--- src/kwsc_pkg.sv ---
// Shared types and constants for the keyword substitution cipher.
// Used by kwsc_ctrl, kwsc_datapath and keyword_substitution_cipher_core.
package kwsc_pkg;

  localparam int ALPHA_SIZE = 26;
  localparam int LETTER_W   = 5;
  localparam int OP_W       = 3;
  localparam int CHAR_W     = 8;

  localparam logic [LETTER_W-1:0] LAST_LETTER = LETTER_W'(ALPHA_SIZE - 1);
  localparam logic [LETTER_W:0]   ALPHA_COUNT = (LETTER_W+1)'(ALPHA_SIZE);

  localparam logic [CHAR_W-1:0] ASCII_UA = 8'h41;  // 'A'
  localparam logic [CHAR_W-1:0] ASCII_UZ = 8'h5A;  // 'Z'
  localparam logic [CHAR_W-1:0] ASCII_LA = 8'h61;  // 'a'
  localparam logic [CHAR_W-1:0] ASCII_LZ = 8'h7A;  // 'z'
  localparam logic [CHAR_W-1:0] CASE_OFS = 8'h20;

  localparam logic [OP_W-1:0] OP_START   = 3'd0;
  localparam logic [OP_W-1:0] OP_KEY     = 3'd1;
  localparam logic [OP_W-1:0] OP_FINISH  = 3'd2;
  localparam logic [OP_W-1:0] OP_ENCRYPT = 3'd3;
  localparam logic [OP_W-1:0] OP_DECRYPT = 3'd4;

  typedef struct packed {
    logic clear;       // drop the current key
    logic key_wr;      // append a key character
    logic scan_start;  // rewind the finish walk
    logic scan;        // append the walk letter
    logic lookup;      // capture a message character and read the tables
    logic decrypt;     // lookup goes through the inverse table
    logic load_out;    // move the lookup result into the output register
  } kwsc_cmd_t;

  typedef struct packed {
    logic scan_done;   // walk is at the last letter
    logic out_busy;    // output register holds a result not yet taken
  } kwsc_stat_t;

endpackage

--- src/keyword_substitution_cipher_core.sv ---
// Keyword substitution cipher over A-Z, top level.
// Depends on kwsc_pkg, kwsc_ctrl and kwsc_datapath.
//
// Usage:
//   s_* carries commands: op selects start key, key character, finish key,
//   encrypt or decrypt; char_in is the ASCII character. m_* returns one
//   result (char_out, mapped) for each encrypt or decrypt transaction.
//   Build a key with start, a run of key characters and a finish, then
//   stream message characters.
// Timing:
//   Start and key character transactions are acted on in the cycle they are taken.
//   Finish walks all 26 letters through the table write port, one a cycle,
//   and holds s_tready low until the walk reaches the last letter.
//   Encrypt/decrypt: the table memory read is registered, then the result
//   moves into the output register and m_tvalid rises; the move waits while
//   the output register holds a result the receiver has not taken.
// Reset clears the used-letter mask, fill count and output valid; the
// tables themselves are not cleared. When the receiver stalls, the held
// result stays on m_*; the next command is still taken, and a further
// lookup waits until the output register empties.
module keyword_substitution_cipher_core import kwsc_pkg::*; (
  input  logic        clk,
  input  logic        rst,
  input  logic        s_tvalid,
  output logic        s_tready,
  input  logic [15:0] s_tdata,   // [2:0] op, [10:3] char_in, [15:11] zero
  output logic        m_tvalid,
  input  logic        m_tready,
  output logic [15:0] m_tdata    // [7:0] char_out, [8] mapped, [15:9] zero
);

  kwsc_cmd_t   cmd;
  kwsc_stat_t  stat;
  logic [CHAR_W-1:0] out_char;
  logic              out_mapped;

  kwsc_ctrl u_ctrl (
    .clk      (clk),
    .rst      (rst),
    .in_valid (s_tvalid),
    .in_op    (s_tdata[OP_W-1:0]),
    .in_ready (s_tready),
    .stat     (stat),
    .cmd      (cmd)
  );

  kwsc_datapath u_dp (
    .clk        (clk),
    .rst        (rst),
    .cmd        (cmd),
    .stat       (stat),
    .in_char    (s_tdata[OP_W+CHAR_W-1:OP_W]),
    .out_valid  (m_tvalid),
    .out_ready  (m_tready),
    .out_char   (out_char),
    .out_mapped (out_mapped)
  );

  assign m_tdata = {7'b0, out_mapped, out_char};

  // at most one datapath action per cycle
  a_cmd_excl: assert property (@(posedge clk) disable iff (rst)
    $onehot0({cmd.clear, cmd.key_wr, cmd.scan_start, cmd.scan, cmd.lookup, cmd.load_out}))
    else $error("conflicting datapath commands");

  // never overwrite a result the receiver has not taken
  a_no_overwrite: assert property (@(posedge clk) disable iff (rst)
    cmd.load_out |-> (!m_tvalid || m_tready))
    else $error("output register overwritten");

  // finish walk blocks input
  a_fill_blocks: assert property (@(posedge clk) disable iff (rst)
    cmd.scan |-> !s_tready)
    else $error("input accepted during finish walk");

  // a lookup is followed by a busy cycle
  a_lookup_busy: assert property (@(posedge clk) disable iff (rst)
    cmd.lookup |=> (!s_tready && !cmd.lookup))
    else $error("input accepted while lookup pending");

endmodule

--- src/kwsc_ctrl.sv ---
// Controller state machine for the keyword substitution cipher.
// Depends on kwsc_pkg; drives kwsc_datapath through kwsc_cmd_t.
module kwsc_ctrl import kwsc_pkg::*; (
  input  logic            clk,
  input  logic            rst,
  input  logic            in_valid,
  input  logic [OP_W-1:0] in_op,
  output logic            in_ready,
  input  kwsc_stat_t      stat,
  output kwsc_cmd_t       cmd
);

  localparam logic [1:0] ST_IDLE   = 2'd0;
  localparam logic [1:0] ST_FILL   = 2'd1;
  localparam logic [1:0] ST_RESULT = 2'd2;

  logic [1:0] state;
  logic [1:0] state_next;
  logic       dec_pend;
  logic       dec_pend_next;
  logic       take;

  assign in_ready = (state == ST_IDLE);
  assign take     = in_ready && in_valid;

  always_comb begin
    state_next    = state;
    dec_pend_next = dec_pend;
    cmd           = '0;
    case (state)
      ST_IDLE: begin
        if (take) begin
          case (in_op)
            OP_START:  cmd.clear = 1'b1;
            OP_KEY:    cmd.key_wr = 1'b1;
            OP_FINISH: begin
              cmd.scan_start = 1'b1;
              state_next     = ST_FILL;
            end
            OP_ENCRYPT, OP_DECRYPT: begin
              cmd.lookup    = 1'b1;
              cmd.decrypt   = (in_op == OP_DECRYPT);
              dec_pend_next = (in_op == OP_DECRYPT);
              state_next    = ST_RESULT;
            end
            default: ;
          endcase
        end
      end
      ST_FILL: begin
        cmd.scan = 1'b1;
        if (stat.scan_done) begin
          state_next = ST_IDLE;
        end
      end
      ST_RESULT: begin
        cmd.decrypt = dec_pend;
        // hold until the output register is free
        if (!stat.out_busy) begin
          cmd.load_out = 1'b1;
          state_next   = ST_IDLE;
        end
      end
      default: state_next = ST_IDLE;
    endcase
  end

  always_ff @(posedge clk) begin
    if (rst) begin
      state    <= ST_IDLE;
      dec_pend <= 1'b0;
    end else begin
      state    <= state_next;
      dec_pend <= dec_pend_next;
    end
  end

endmodule

--- src/kwsc_datapath.sv ---
// Datapath for the keyword substitution cipher: key tables, used-letter
// mask, fill count, finish walk counter and output register. Uses kwsc_pkg.
module kwsc_datapath import kwsc_pkg::*; (
  input  logic              clk,
  input  logic              rst,
  input  kwsc_cmd_t         cmd,
  output kwsc_stat_t        stat,
  input  logic [CHAR_W-1:0] in_char,
  output logic              out_valid,
  input  logic              out_ready,
  output logic [CHAR_W-1:0] out_char,
  output logic              out_mapped
);

  logic [LETTER_W-1:0] fwd_mem [0:ALPHA_SIZE-1];
  logic [LETTER_W-1:0] inv_mem [0:ALPHA_SIZE-1];

  logic [ALPHA_SIZE-1:0] letter_used;
  logic [LETTER_W:0]     fill_count;
  logic [LETTER_W-1:0]   scan_idx;

  logic [CHAR_W-1:0]   char_q;
  logic                hit_q;
  logic [LETTER_W-1:0] fwd_q;
  logic [LETTER_W-1:0] inv_q;

  logic [CHAR_W-1:0]   key_char;
  logic                key_letter;
  logic [CHAR_W-1:0]   key_ofs;
  logic                msg_letter;
  logic [CHAR_W-1:0]   msg_ofs;
  logic [LETTER_W-1:0] msg_idx;
  logic [LETTER_W-1:0] app_idx;
  logic                app_en;
  logic                app_wr;
  logic                msg_hit;
  logic [LETTER_W-1:0] res_idx;

  // fold lowercase key letters to uppercase
  always_comb begin
    key_char = in_char;
    if (in_char >= ASCII_LA && in_char <= ASCII_LZ) begin
      key_char = in_char - CASE_OFS;
    end
  end

  assign key_letter = (key_char >= ASCII_UA) && (key_char <= ASCII_UZ);
  assign key_ofs    = key_char - ASCII_UA;
  assign msg_letter = (in_char >= ASCII_UA) && (in_char <= ASCII_UZ);
  assign msg_ofs    = in_char - ASCII_UA;
  assign msg_idx    = msg_ofs[LETTER_W-1:0];

  assign app_idx = cmd.scan ? scan_idx : key_ofs[LETTER_W-1:0];
  assign app_en  = cmd.scan || (cmd.key_wr && key_letter);
  assign app_wr  = app_en && !letter_used[app_idx] && (fill_count < ALPHA_COUNT);

  assign msg_hit = msg_letter &&
                   (cmd.decrypt ? letter_used[msg_idx]
                                : ({1'b0, msg_idx} < fill_count));

  assign stat.scan_done = (scan_idx == LAST_LETTER);
  assign stat.out_busy  = out_valid && !out_ready;

  always_ff @(posedge clk) begin
    if (rst) begin
      letter_used <= '0;
      fill_count  <= '0;
    end else if (cmd.clear) begin
      letter_used <= '0;
      fill_count  <= '0;
    end else if (app_wr) begin
      letter_used[app_idx] <= 1'b1;
      fill_count           <= fill_count + 1'b1;
    end
  end

  always_ff @(posedge clk) begin
    if (rst) begin
      scan_idx <= '0;
    end else if (cmd.scan_start) begin
      scan_idx <= '0;
    end else if (cmd.scan && !stat.scan_done) begin
      scan_idx <= scan_idx + 1'b1;
    end
  end

  // table memories: one write and one registered read each
  always_ff @(posedge clk) begin
    if (app_wr) begin
      fwd_mem[fill_count[LETTER_W-1:0]] <= app_idx;
      inv_mem[app_idx]                  <= fill_count[LETTER_W-1:0];
    end
    if (cmd.lookup) begin
      fwd_q <= fwd_mem[msg_idx];
      inv_q <= inv_mem[msg_idx];
    end
  end

  always_ff @(posedge clk) begin
    if (cmd.lookup) begin
      char_q <= in_char;
      hit_q  <= msg_hit;
    end
  end

  assign res_idx = cmd.decrypt ? inv_q : fwd_q;

  always_ff @(posedge clk) begin
    if (rst) begin
      out_valid <= 1'b0;
    end else if (cmd.load_out) begin
      out_valid <= 1'b1;
    end else if (out_ready) begin
      out_valid <= 1'b0;
    end
  end

  always_ff @(posedge clk) begin
    if (cmd.load_out) begin
      out_mapped <= hit_q;
      out_char   <= hit_q ? (ASCII_UA + {{(CHAR_W-LETTER_W){1'b0}}, res_idx}) : char_q;
    end
  end

endmodule
--- config.mk ---
export PLATFORM = sky130hd
export DESIGN_NAME = keyword_substitution_cipher_core
export DESIGN_NICKNAME = d
export VERILOG_FILES = /design/src/kwsc_pkg.sv /design/src/keyword_substitution_cipher_core.sv /design/src/kwsc_ctrl.sv /design/src/kwsc_datapath.sv
export SDC_FILE = /design/constraint.sdc
export NUM_CORES = 1
export LEC_CHECK = 0
export BUFFER_PORTS_ARGS = -buffer_cell sky130_fd_sc_hd__buf_2
export CAP_MARGIN = 20
export CELL_PAD_IN_SITES_DETAIL_PLACEMENT = 1
export CELL_PAD_IN_SITES_GLOBAL_PLACEMENT = 1
export CORE_MARGIN = 1
export CORE_UTILIZATION = 45
export DETAILED_ROUTE_END_ITERATION = 16
export PLACE_DENSITY = 0.74
export SYNTH_ARGS = -nofsm -noshare
export SYNTH_HDL_FRONTEND = slang
export SYNTH_SLANG_ARGS = --single-unit
--- constraint.sdc ---
create_clock -name clk -period 7.5 [get_ports clk]
set_input_delay 0 -clock clk [delete_from_list [all_inputs] [get_ports clk]]
set_output_delay 0 -clock clk [all_outputs]
set_load 0.005 [all_outputs]
==> results of run 1 <==
[through the flow]
step / std cells / setup slack, ns
global route: 1285 / 2.84
global placement: 1202 / 2.60
detailed placement: 1202 / 2.32
CTS: 1281 / 2.82
finish: 1285 / 3.21
floorplan: 819 / 4.23
[per-layer routing]
layer	part of all wire [%]	wire length [µm]
met5	0	0
met1	42	13400
met3	5.0	1590
met4	2.7	851
met2	50	15900
[what timing repair did]
| item | CTS | global route |
|---|---|---|
| buffers inserted | 0 | 0 |
| endpoints found under the hold margin | 16 | 0 |
| hold buffers | 15 | 0 |
[cell type report]
| cell class | count | area [µm²] | area share [%] |
|---|---|---|---|
| Sequential cell | 329 | 9470 | 59.7 |
| Tap cell | 396 | 495 | 3.13 |
| Timing Repair Buffer | 59 | 488 | 3.08 |
| Clock buffer | 46 | 968 | 6.11 |
| Clock inverter | 18 | 123 | 0.773 |
| Multi-Input combinational cell | 418 | 4240 | 26.7 |
| Inverter | 19 | 71.3 | 0.450 |
[sequential cells by signal (all words and copies together) (netlist names), 2 cells and up]
| signal | cells |
|---|---|
| u_dp.out_char | 8 |
| u_dp.letter_used | 26 |
| u_dp.fwd_mem | 130 |
| u_dp.scan_idx | 5 |
| u_dp.fwd_q | 5 |
| u_dp.char_q | 8 |
| u_dp.inv_q | 5 |
| u_dp.fill_count | 6 |
| u_dp.inv_mem | 130 |
| u_ctrl.state | 2 |
[cell usage in the layout, fill, tap and decap left out, drive strengths merged, types with 2 or more instances in the layout]
cell,instances
conb,7
dfxtp,41
buf,44
o32ai,2
xor2,5
mux2,16
a32o,26
mux2i,21
nand3,15
a211oi,3
a21oi,26
o21a,3
and3,28
nand4b,2
inv,20
o21ai,16
and2,9
nor3,36
ha,16
xnor2,4
or2,2
a31o,2
o31ai,3
nand2,27
or4,2
mux4,83
nor2,34
clkbuf,46
nor2b,6
dlygate4sd3,15
clkinv,16
edfxtp,288
nand2b,7
nand4,3
[worst max path at each step]
stage               slack [ns]             from  cells past startpoint                   to
floorplan                 4.23  u_ctrl.state[1]                     11   u_dp.inv_mem[0][0]
global placement          2.60       s_tdata[3]                     12   u_dp.inv_mem[6][0]
detailed placement        2.32       s_tdata[3]                     12  u_dp.inv_mem[16][3]
CTS                       2.82       s_tdata[3]                     12  u_dp.inv_mem[16][0]
global route              2.84       s_tdata[3]                     13  u_dp.inv_mem[18][0]
finish                    3.21       s_tdata[3]                     13  u_dp.inv_mem[16][0]
[worst max-delay path, stage by stage]
cell,delay (ns)
buf_4,0.65
inv_1,0.26
ha_4,0.26
xor2_4,0.16
mux2i_1,0.12
buf_4,0.21
inv_1,0.48
buf_16,0.24
a211oi_1,0.09
and4bb_1,0.26
and4b_1,0.38
nand2_2,0.36
nor3_1,0.91
[logic make-up after synthesis]
kind of cell | share of synthesized area, %
other | 0.0268
multiplexers | 16.2
AND/OR/NAND/NOR | 6.91
buffers and inverters | 2.40
flip-flops | 67.8
adder cells (fa/ha/maj) | 1.43
AO/OA/AOI/OAI | 4.62
XOR/XNOR | 0.618
[report_power, final]
| group | switching [mW] | total, mW | internal (mW) |
|---|---|---|---|
| sequential | 0.00470 | 2.01 | 2.00 |
| combinational | 0.184 | 0.298 | 0.114 |
| clock | 0.699 | 1.65 | 0.947 |
| total | 0.888 | 3.95 | 3.06 |
==> flow_metrics.env, run 1 <==
export IMPL_status="finished, final reports clean"
export IMPL_synth_edf_count=288
export IMPL_timing_rr_start="u_ctrl.state[1]"
export IMPL_met2_usage_pct=34.4
export IMPL_initial_core_util_pct=45.7
export IMPL_top_usage_layer="met2"
export IMPL_clk_path_buf_depth=3
export IMPL_whs_ns=0.0833
export IMPL_syn_area_um2=14000
export IMPL_p_total_mw=3.95
export IMPL_overflow=0
export IMPL_placed_cell_area_um2=14500
export IMPL_cts_sinks=329
export IMPL_die_w_um=178
export IMPL_antenna_found_initial=0
export IMPL_post_synth_top_count_cell="edfxtp_1"
export IMPL_synth_top_cells_by_count="288 x edfxtp_1, 83 x mux4_2, 41 x dfxtp_1"
export IMPL_tightest_slew_ns=1.00
export IMPL_leakage_nw=5.22
export IMPL_maxCapViolCount=0
export IMPL_rsz0062_at_grt="no"
export IMPL_synth_avg_cell_area_um2=17.2
export IMPL_ctsHtreeMaxLevel=2
export IMPL_whs_endpoint="u_ctrl.dec_pend"
export IMPL_worst_r2r_path_depth=10
export IMPL_finalMaxSlewViolations=0
export IMPL_cts_tree="done"
export IMPL_first_pass_iters=4
export IMPL_dieArea_um2=31700
export IMPL_finalHoldViolCount=0
export IMPL_ys_seq_area_share_pct=67.8
export IMPL_wl_per_cell_um=24.7
export IMPL_synth_seq_cells=329
export IMPL_finalSetupViolations=0
export IMPL_clk_pin_slew_ns=0.06
export IMPL_nets=898
export IMPL_grtUsageMet3_pct=3.18
export IMPL_worstSetupEndpointType="flop"
export IMPL_drc=0
export IMPL_hold_class="input pin to flop"
export IMPL_cts_buffers=35
export IMPL_synth_area_leader_cell="edfxtp_1"
export IMPL_final_area_um2=15900
export IMPL_peakVddDrop_v=0.000133
export IMPL_path_max_fanout=44
export IMPL_viasPerCell=5.88
export IMPL_postLayoutCoreUtil_pct=51.8
export IMPL_netlist_top_cells_area="edfxtp_1 62%, mux4_2 13%, dfxtp_1 5.9%"
export IMPL_first_iter_violations=540
export IMPL_yosys_warnings=0
export IMPL_ys_flop_type="edfxtp_1"
export IMPL_grt_start_max_net_pins=45
export IMPL_vias=7555
export IMPL_track_usage_pct=20.6
export IMPL_min_from="s_tdata[0]"
export IMPL_async_flop_share_pct=0
export IMPL_core_area_um2=30600
export IMPL_areaGrowthSynthToFinish_pct=13.5
export IMPL_cts_root_buf="clkbuf_16"
export IMPL_holdPathStages=6
export IMPL_ios=38
export IMPL_synth_top_area_share_pct=61.9
export IMPL_rr_endpoint="u_dp.inv_mem[16][0]"
export IMPL_hpwl_mm=19.4
export IMPL_cts_resized=0
export IMPL_ant_nets=0
export IMPL_arrival_ns=4.42
export IMPL_netlist_cell_type_count=59
export IMPL_fin_tns_setup_ns=0
export IMPL_postSynthCellCount=813
export IMPL_required_ns=7.63
export IMPL_final_fill_count=2849
export IMPL_portBuffers=25
export IMPL_rows=64
export IMPL_die_h_um=178
export IMPL_drive_above_1_share_pct=23.7
export IMPL_p_per_area_nw_per_um2=249
export IMPL_post_route_period_util_pct=57.2
export IMPL_wl_mm=31.8
export IMPL_slew_headroom_pct=33.0
export IMPL_fin_worst_skew_ns=0.0356
export IMPL_worst_r2r_setup_slack_ns=3.24
export IMPL_grt_met1_usage_pct=27.9
export IMPL_grt_pass1_vias=7860
export IMPL_fin_crit_ns=4.29
export IMPL_startpoint_type="input pin"
export IMPL_diodes=0
export IMPL_path_class="input pin to flop"
export IMPL_grt_pass1_wl_mm=48.4
export IMPL_clk_latency_ns=0.53
export IMPL_timing_fmax_mhz=233
export IMPL_gp_congestion=0.748
(Power assumes the default switching activity.)
==> inputs of run 2 (changes only) <==
==> constraint.sdc (replaced) <==
create_clock -name clk -period 4.2 [get_ports clk]
set_input_delay 0 -clock clk [delete_from_list [all_inputs] [get_ports clk]]
set_output_delay 0 -clock clk [all_outputs]
set_load 0.005 [all_outputs]
==> run 2 against run 1 <==
  * Combinational power rose by 76%
  * Final cell count rose by 1.6%
  * Critical path depth fell by 6
  * Sequential cell count did not move
  * Clock-buffer cell count fell by 4
  * Die area did not move
  * Global-route usage barely moved
==> flow_metrics.env, run 2 (synthesis results as in run 1) <==
export IMPL_status="finished, final reports clean"
export IMPL_final_cell_mix="288 x edfxtp_1, 83 x mux4_2, 41 x buf_4, 41 x dfxtp_1, 36 x nor3_1"
export IMPL_p_per_area_nw_per_um2=453
export IMPL_clk_latency_ns=0.52
export IMPL_min_from="s_tdata[2]"
export IMPL_ctsHtreeMaxLevel=2
export IMPL_clk_pin_slew_ns=0.06
export IMPL_worst_r2r_setup_slack_ns=0.31
export IMPL_maxCapViolCount=0
export IMPL_cp_top_family="simple AND/OR/NAND/NOR gates"
export IMPL_cts_buffers=35
export IMPL_ant_nets=0
export IMPL_vias=7643
export IMPL_p_int_mw=5.69
export IMPL_hold_class="input pin to flop"
export IMPL_dieArea_um2=31700
export IMPL_post_route_period_util_pct=92.6
export IMPL_core_area_um2=30600
export IMPL_overflow=0
export IMPL_fin_crit_ns=3.89
export IMPL_finalHoldViolCount=0
export IMPL_layout_cells_most_common="edfxtp_1"
export IMPL_rows=64
export IMPL_first_iter_violations=444
export IMPL_track_usage_pct=20.6
export IMPL_viasPerCell=5.86
export IMPL_dp_slack_ns=0.248
export IMPL_switchingPower_mw=1.58
export IMPL_p_comb_share_pct=7.2
export IMPL_diodes=0
export IMPL_timing_fmax_mhz=257
export IMPL_cp_num_buf_inv=0
export IMPL_worstSetupEndpointType="flop"
export IMPL_fin_ws_ns=0.313
export IMPL_ios=38
export IMPL_nets=918
export IMPL_finalSetupViolations=0
export IMPL_timing_rr_start="u_ctrl.state[1]"
export IMPL_wl_per_cell_um=24.5
export IMPL_path_max_fanout=37
export IMPL_finalMaxSlewViolations=0
export IMPL_path_cells="nand2b_4 -> mux2_4 -> mux4_2 -> nand3_2 -> and4b_1 -> nand2_2 -> nor3_1"
export IMPL_slew_headroom_pct=28.5
export IMPL_cp_slowest_cell="nor3_1"
export IMPL_final_cell_count_no_fill=1305
export IMPL_p_total_mw=7.27
export IMPL_leakage_nw=5.35
export IMPL_p_clk_share_pct=43.4
export IMPL_whs_endpoint="u_dp.scan_idx[0]"
export IMPL_worst_r2r_path_depth=7
export IMPL_cts_tree="done"
export IMPL_grt_pass1_wl_mm=48.7
export IMPL_dp_cells=1227
export IMPL_wl_mm=32.0
export IMPL_rr_endpoint="u_dp.inv_mem[7][2]"
export IMPL_portBuffers=25
export IMPL_cts_sinks=329
export IMPL_drive_above_1_share_pct=26.0
export IMPL_initial_core_util_pct=45.7
export IMPL_worst_path_stages=7
export IMPL_path_class="flop to flop"
export IMPL_cp_slowest_stage_delay_ns=0.79
export IMPL_drc=0
export IMPL_p_sw_share_pct=21.7
export IMPL_p_seq_share_pct=49.4
export IMPL_tightest_slew_ns=1.07
export IMPL_die_h_um=178
export IMPL_cts_root_buf="clkbuf_16"
export IMPL_die_w_um=178
export IMPL_antenna_found_initial=0
export IMPL_gp_congestion=0.772
export IMPL_startpoint_type="flop"
export IMPL_peakVddDrop_v=0.000221
export IMPL_grt_start_max_net_pins=44
export IMPL_clk_path_buf_depth=3
export IMPL_required_ns=4.33
export IMPL_grt_pass1_vias=8185
export IMPL_cts_resized=0
export IMPL_fin_worst_skew_ns=0.0202
export IMPL_fin_tns_setup_ns=0
export IMPL_areaGrowthSynthToFinish_pct=14.7
export IMPL_first_pass_iters=5
export IMPL_rsz0062_at_grt="no"
export IMPL_hpwl_mm=20.5
export IMPL_arrival_ns=4.02
export IMPL_holdPathStages=5
==> run 2: repair_timing <==
item,4_1_cts,5_1_grt
hold buffers,12,0
setup buffers,0,0
hold endpoints to repair,16,0
==> run 2: stage by stage <==
step	util (%)	area (µm²)	hold WS (ns)
final	52.4	16000	0.0682
after global routing	52.4	16000	0.123
after CTS	52.3	16000	0.0633
after detailed placement	48.1	14700	0.222
after global placement	48.1	14700	0.215
after floorplan	-	14000	0.0691
==> run 2: worst max path at each step <==
stage,startpoint,endpoint,slack (ns)
floorplan,u_ctrl.state[1],u_dp.inv_mem[0][0],0.93
global placement,s_tdata[4],u_dp.inv_mem[1][0],0.46
detailed placement,s_tdata[4],u_dp.inv_mem[7][1],0.25
CTS,s_tdata[4],u_dp.inv_mem[7][2],0.22
global route,u_ctrl.state[1],u_dp.inv_mem[2][4],0.11
finish,u_ctrl.state[1],u_dp.inv_mem[7][2],0.31
==> run 2: power by group through the flow <==
stage          clock [mW]  sequential, mW  combinational [mW]
3_5_place_dp            0            3.66               0.513
2_1_floorplan           0            3.65               0.338
6_report             3.15            3.59               0.525
5_1_grt              3.31            3.59               0.564
4_1_cts              3.21            3.59               0.524
3_3_place_gp            0            3.65               0.500
==> run 2: layout make-up <==
class                   instances  area, µm²
clock buffers                  42        902
clock inverters                22        269
fillers                      2839      14600
inverters                      19       71.3
multi-input cells             418       4240
flip-flops and latches        329       9470
well taps                     396        495
repair buffers                 79        578
==> run 2: worst reg2reg max path, stage by stage, from the launching register on <==
cell	delay (ns)
dfxtp_1	0.45
nand2b_4	0.30
mux2_4	0.53
mux4_2	0.60
nand3_2	0.12
and4b_1	0.35
nand2_2	0.35
nor3_1	0.80
==> run 2: routing by layer <==
layer	track usage [%]	up-vias	wire length [µm]
met2	35.4	199	16200
met4	6.36	0	715
met5	0	-	0
met3	3.54	48	1420
li1	-	3397	-
met1	26.8	3999	13700
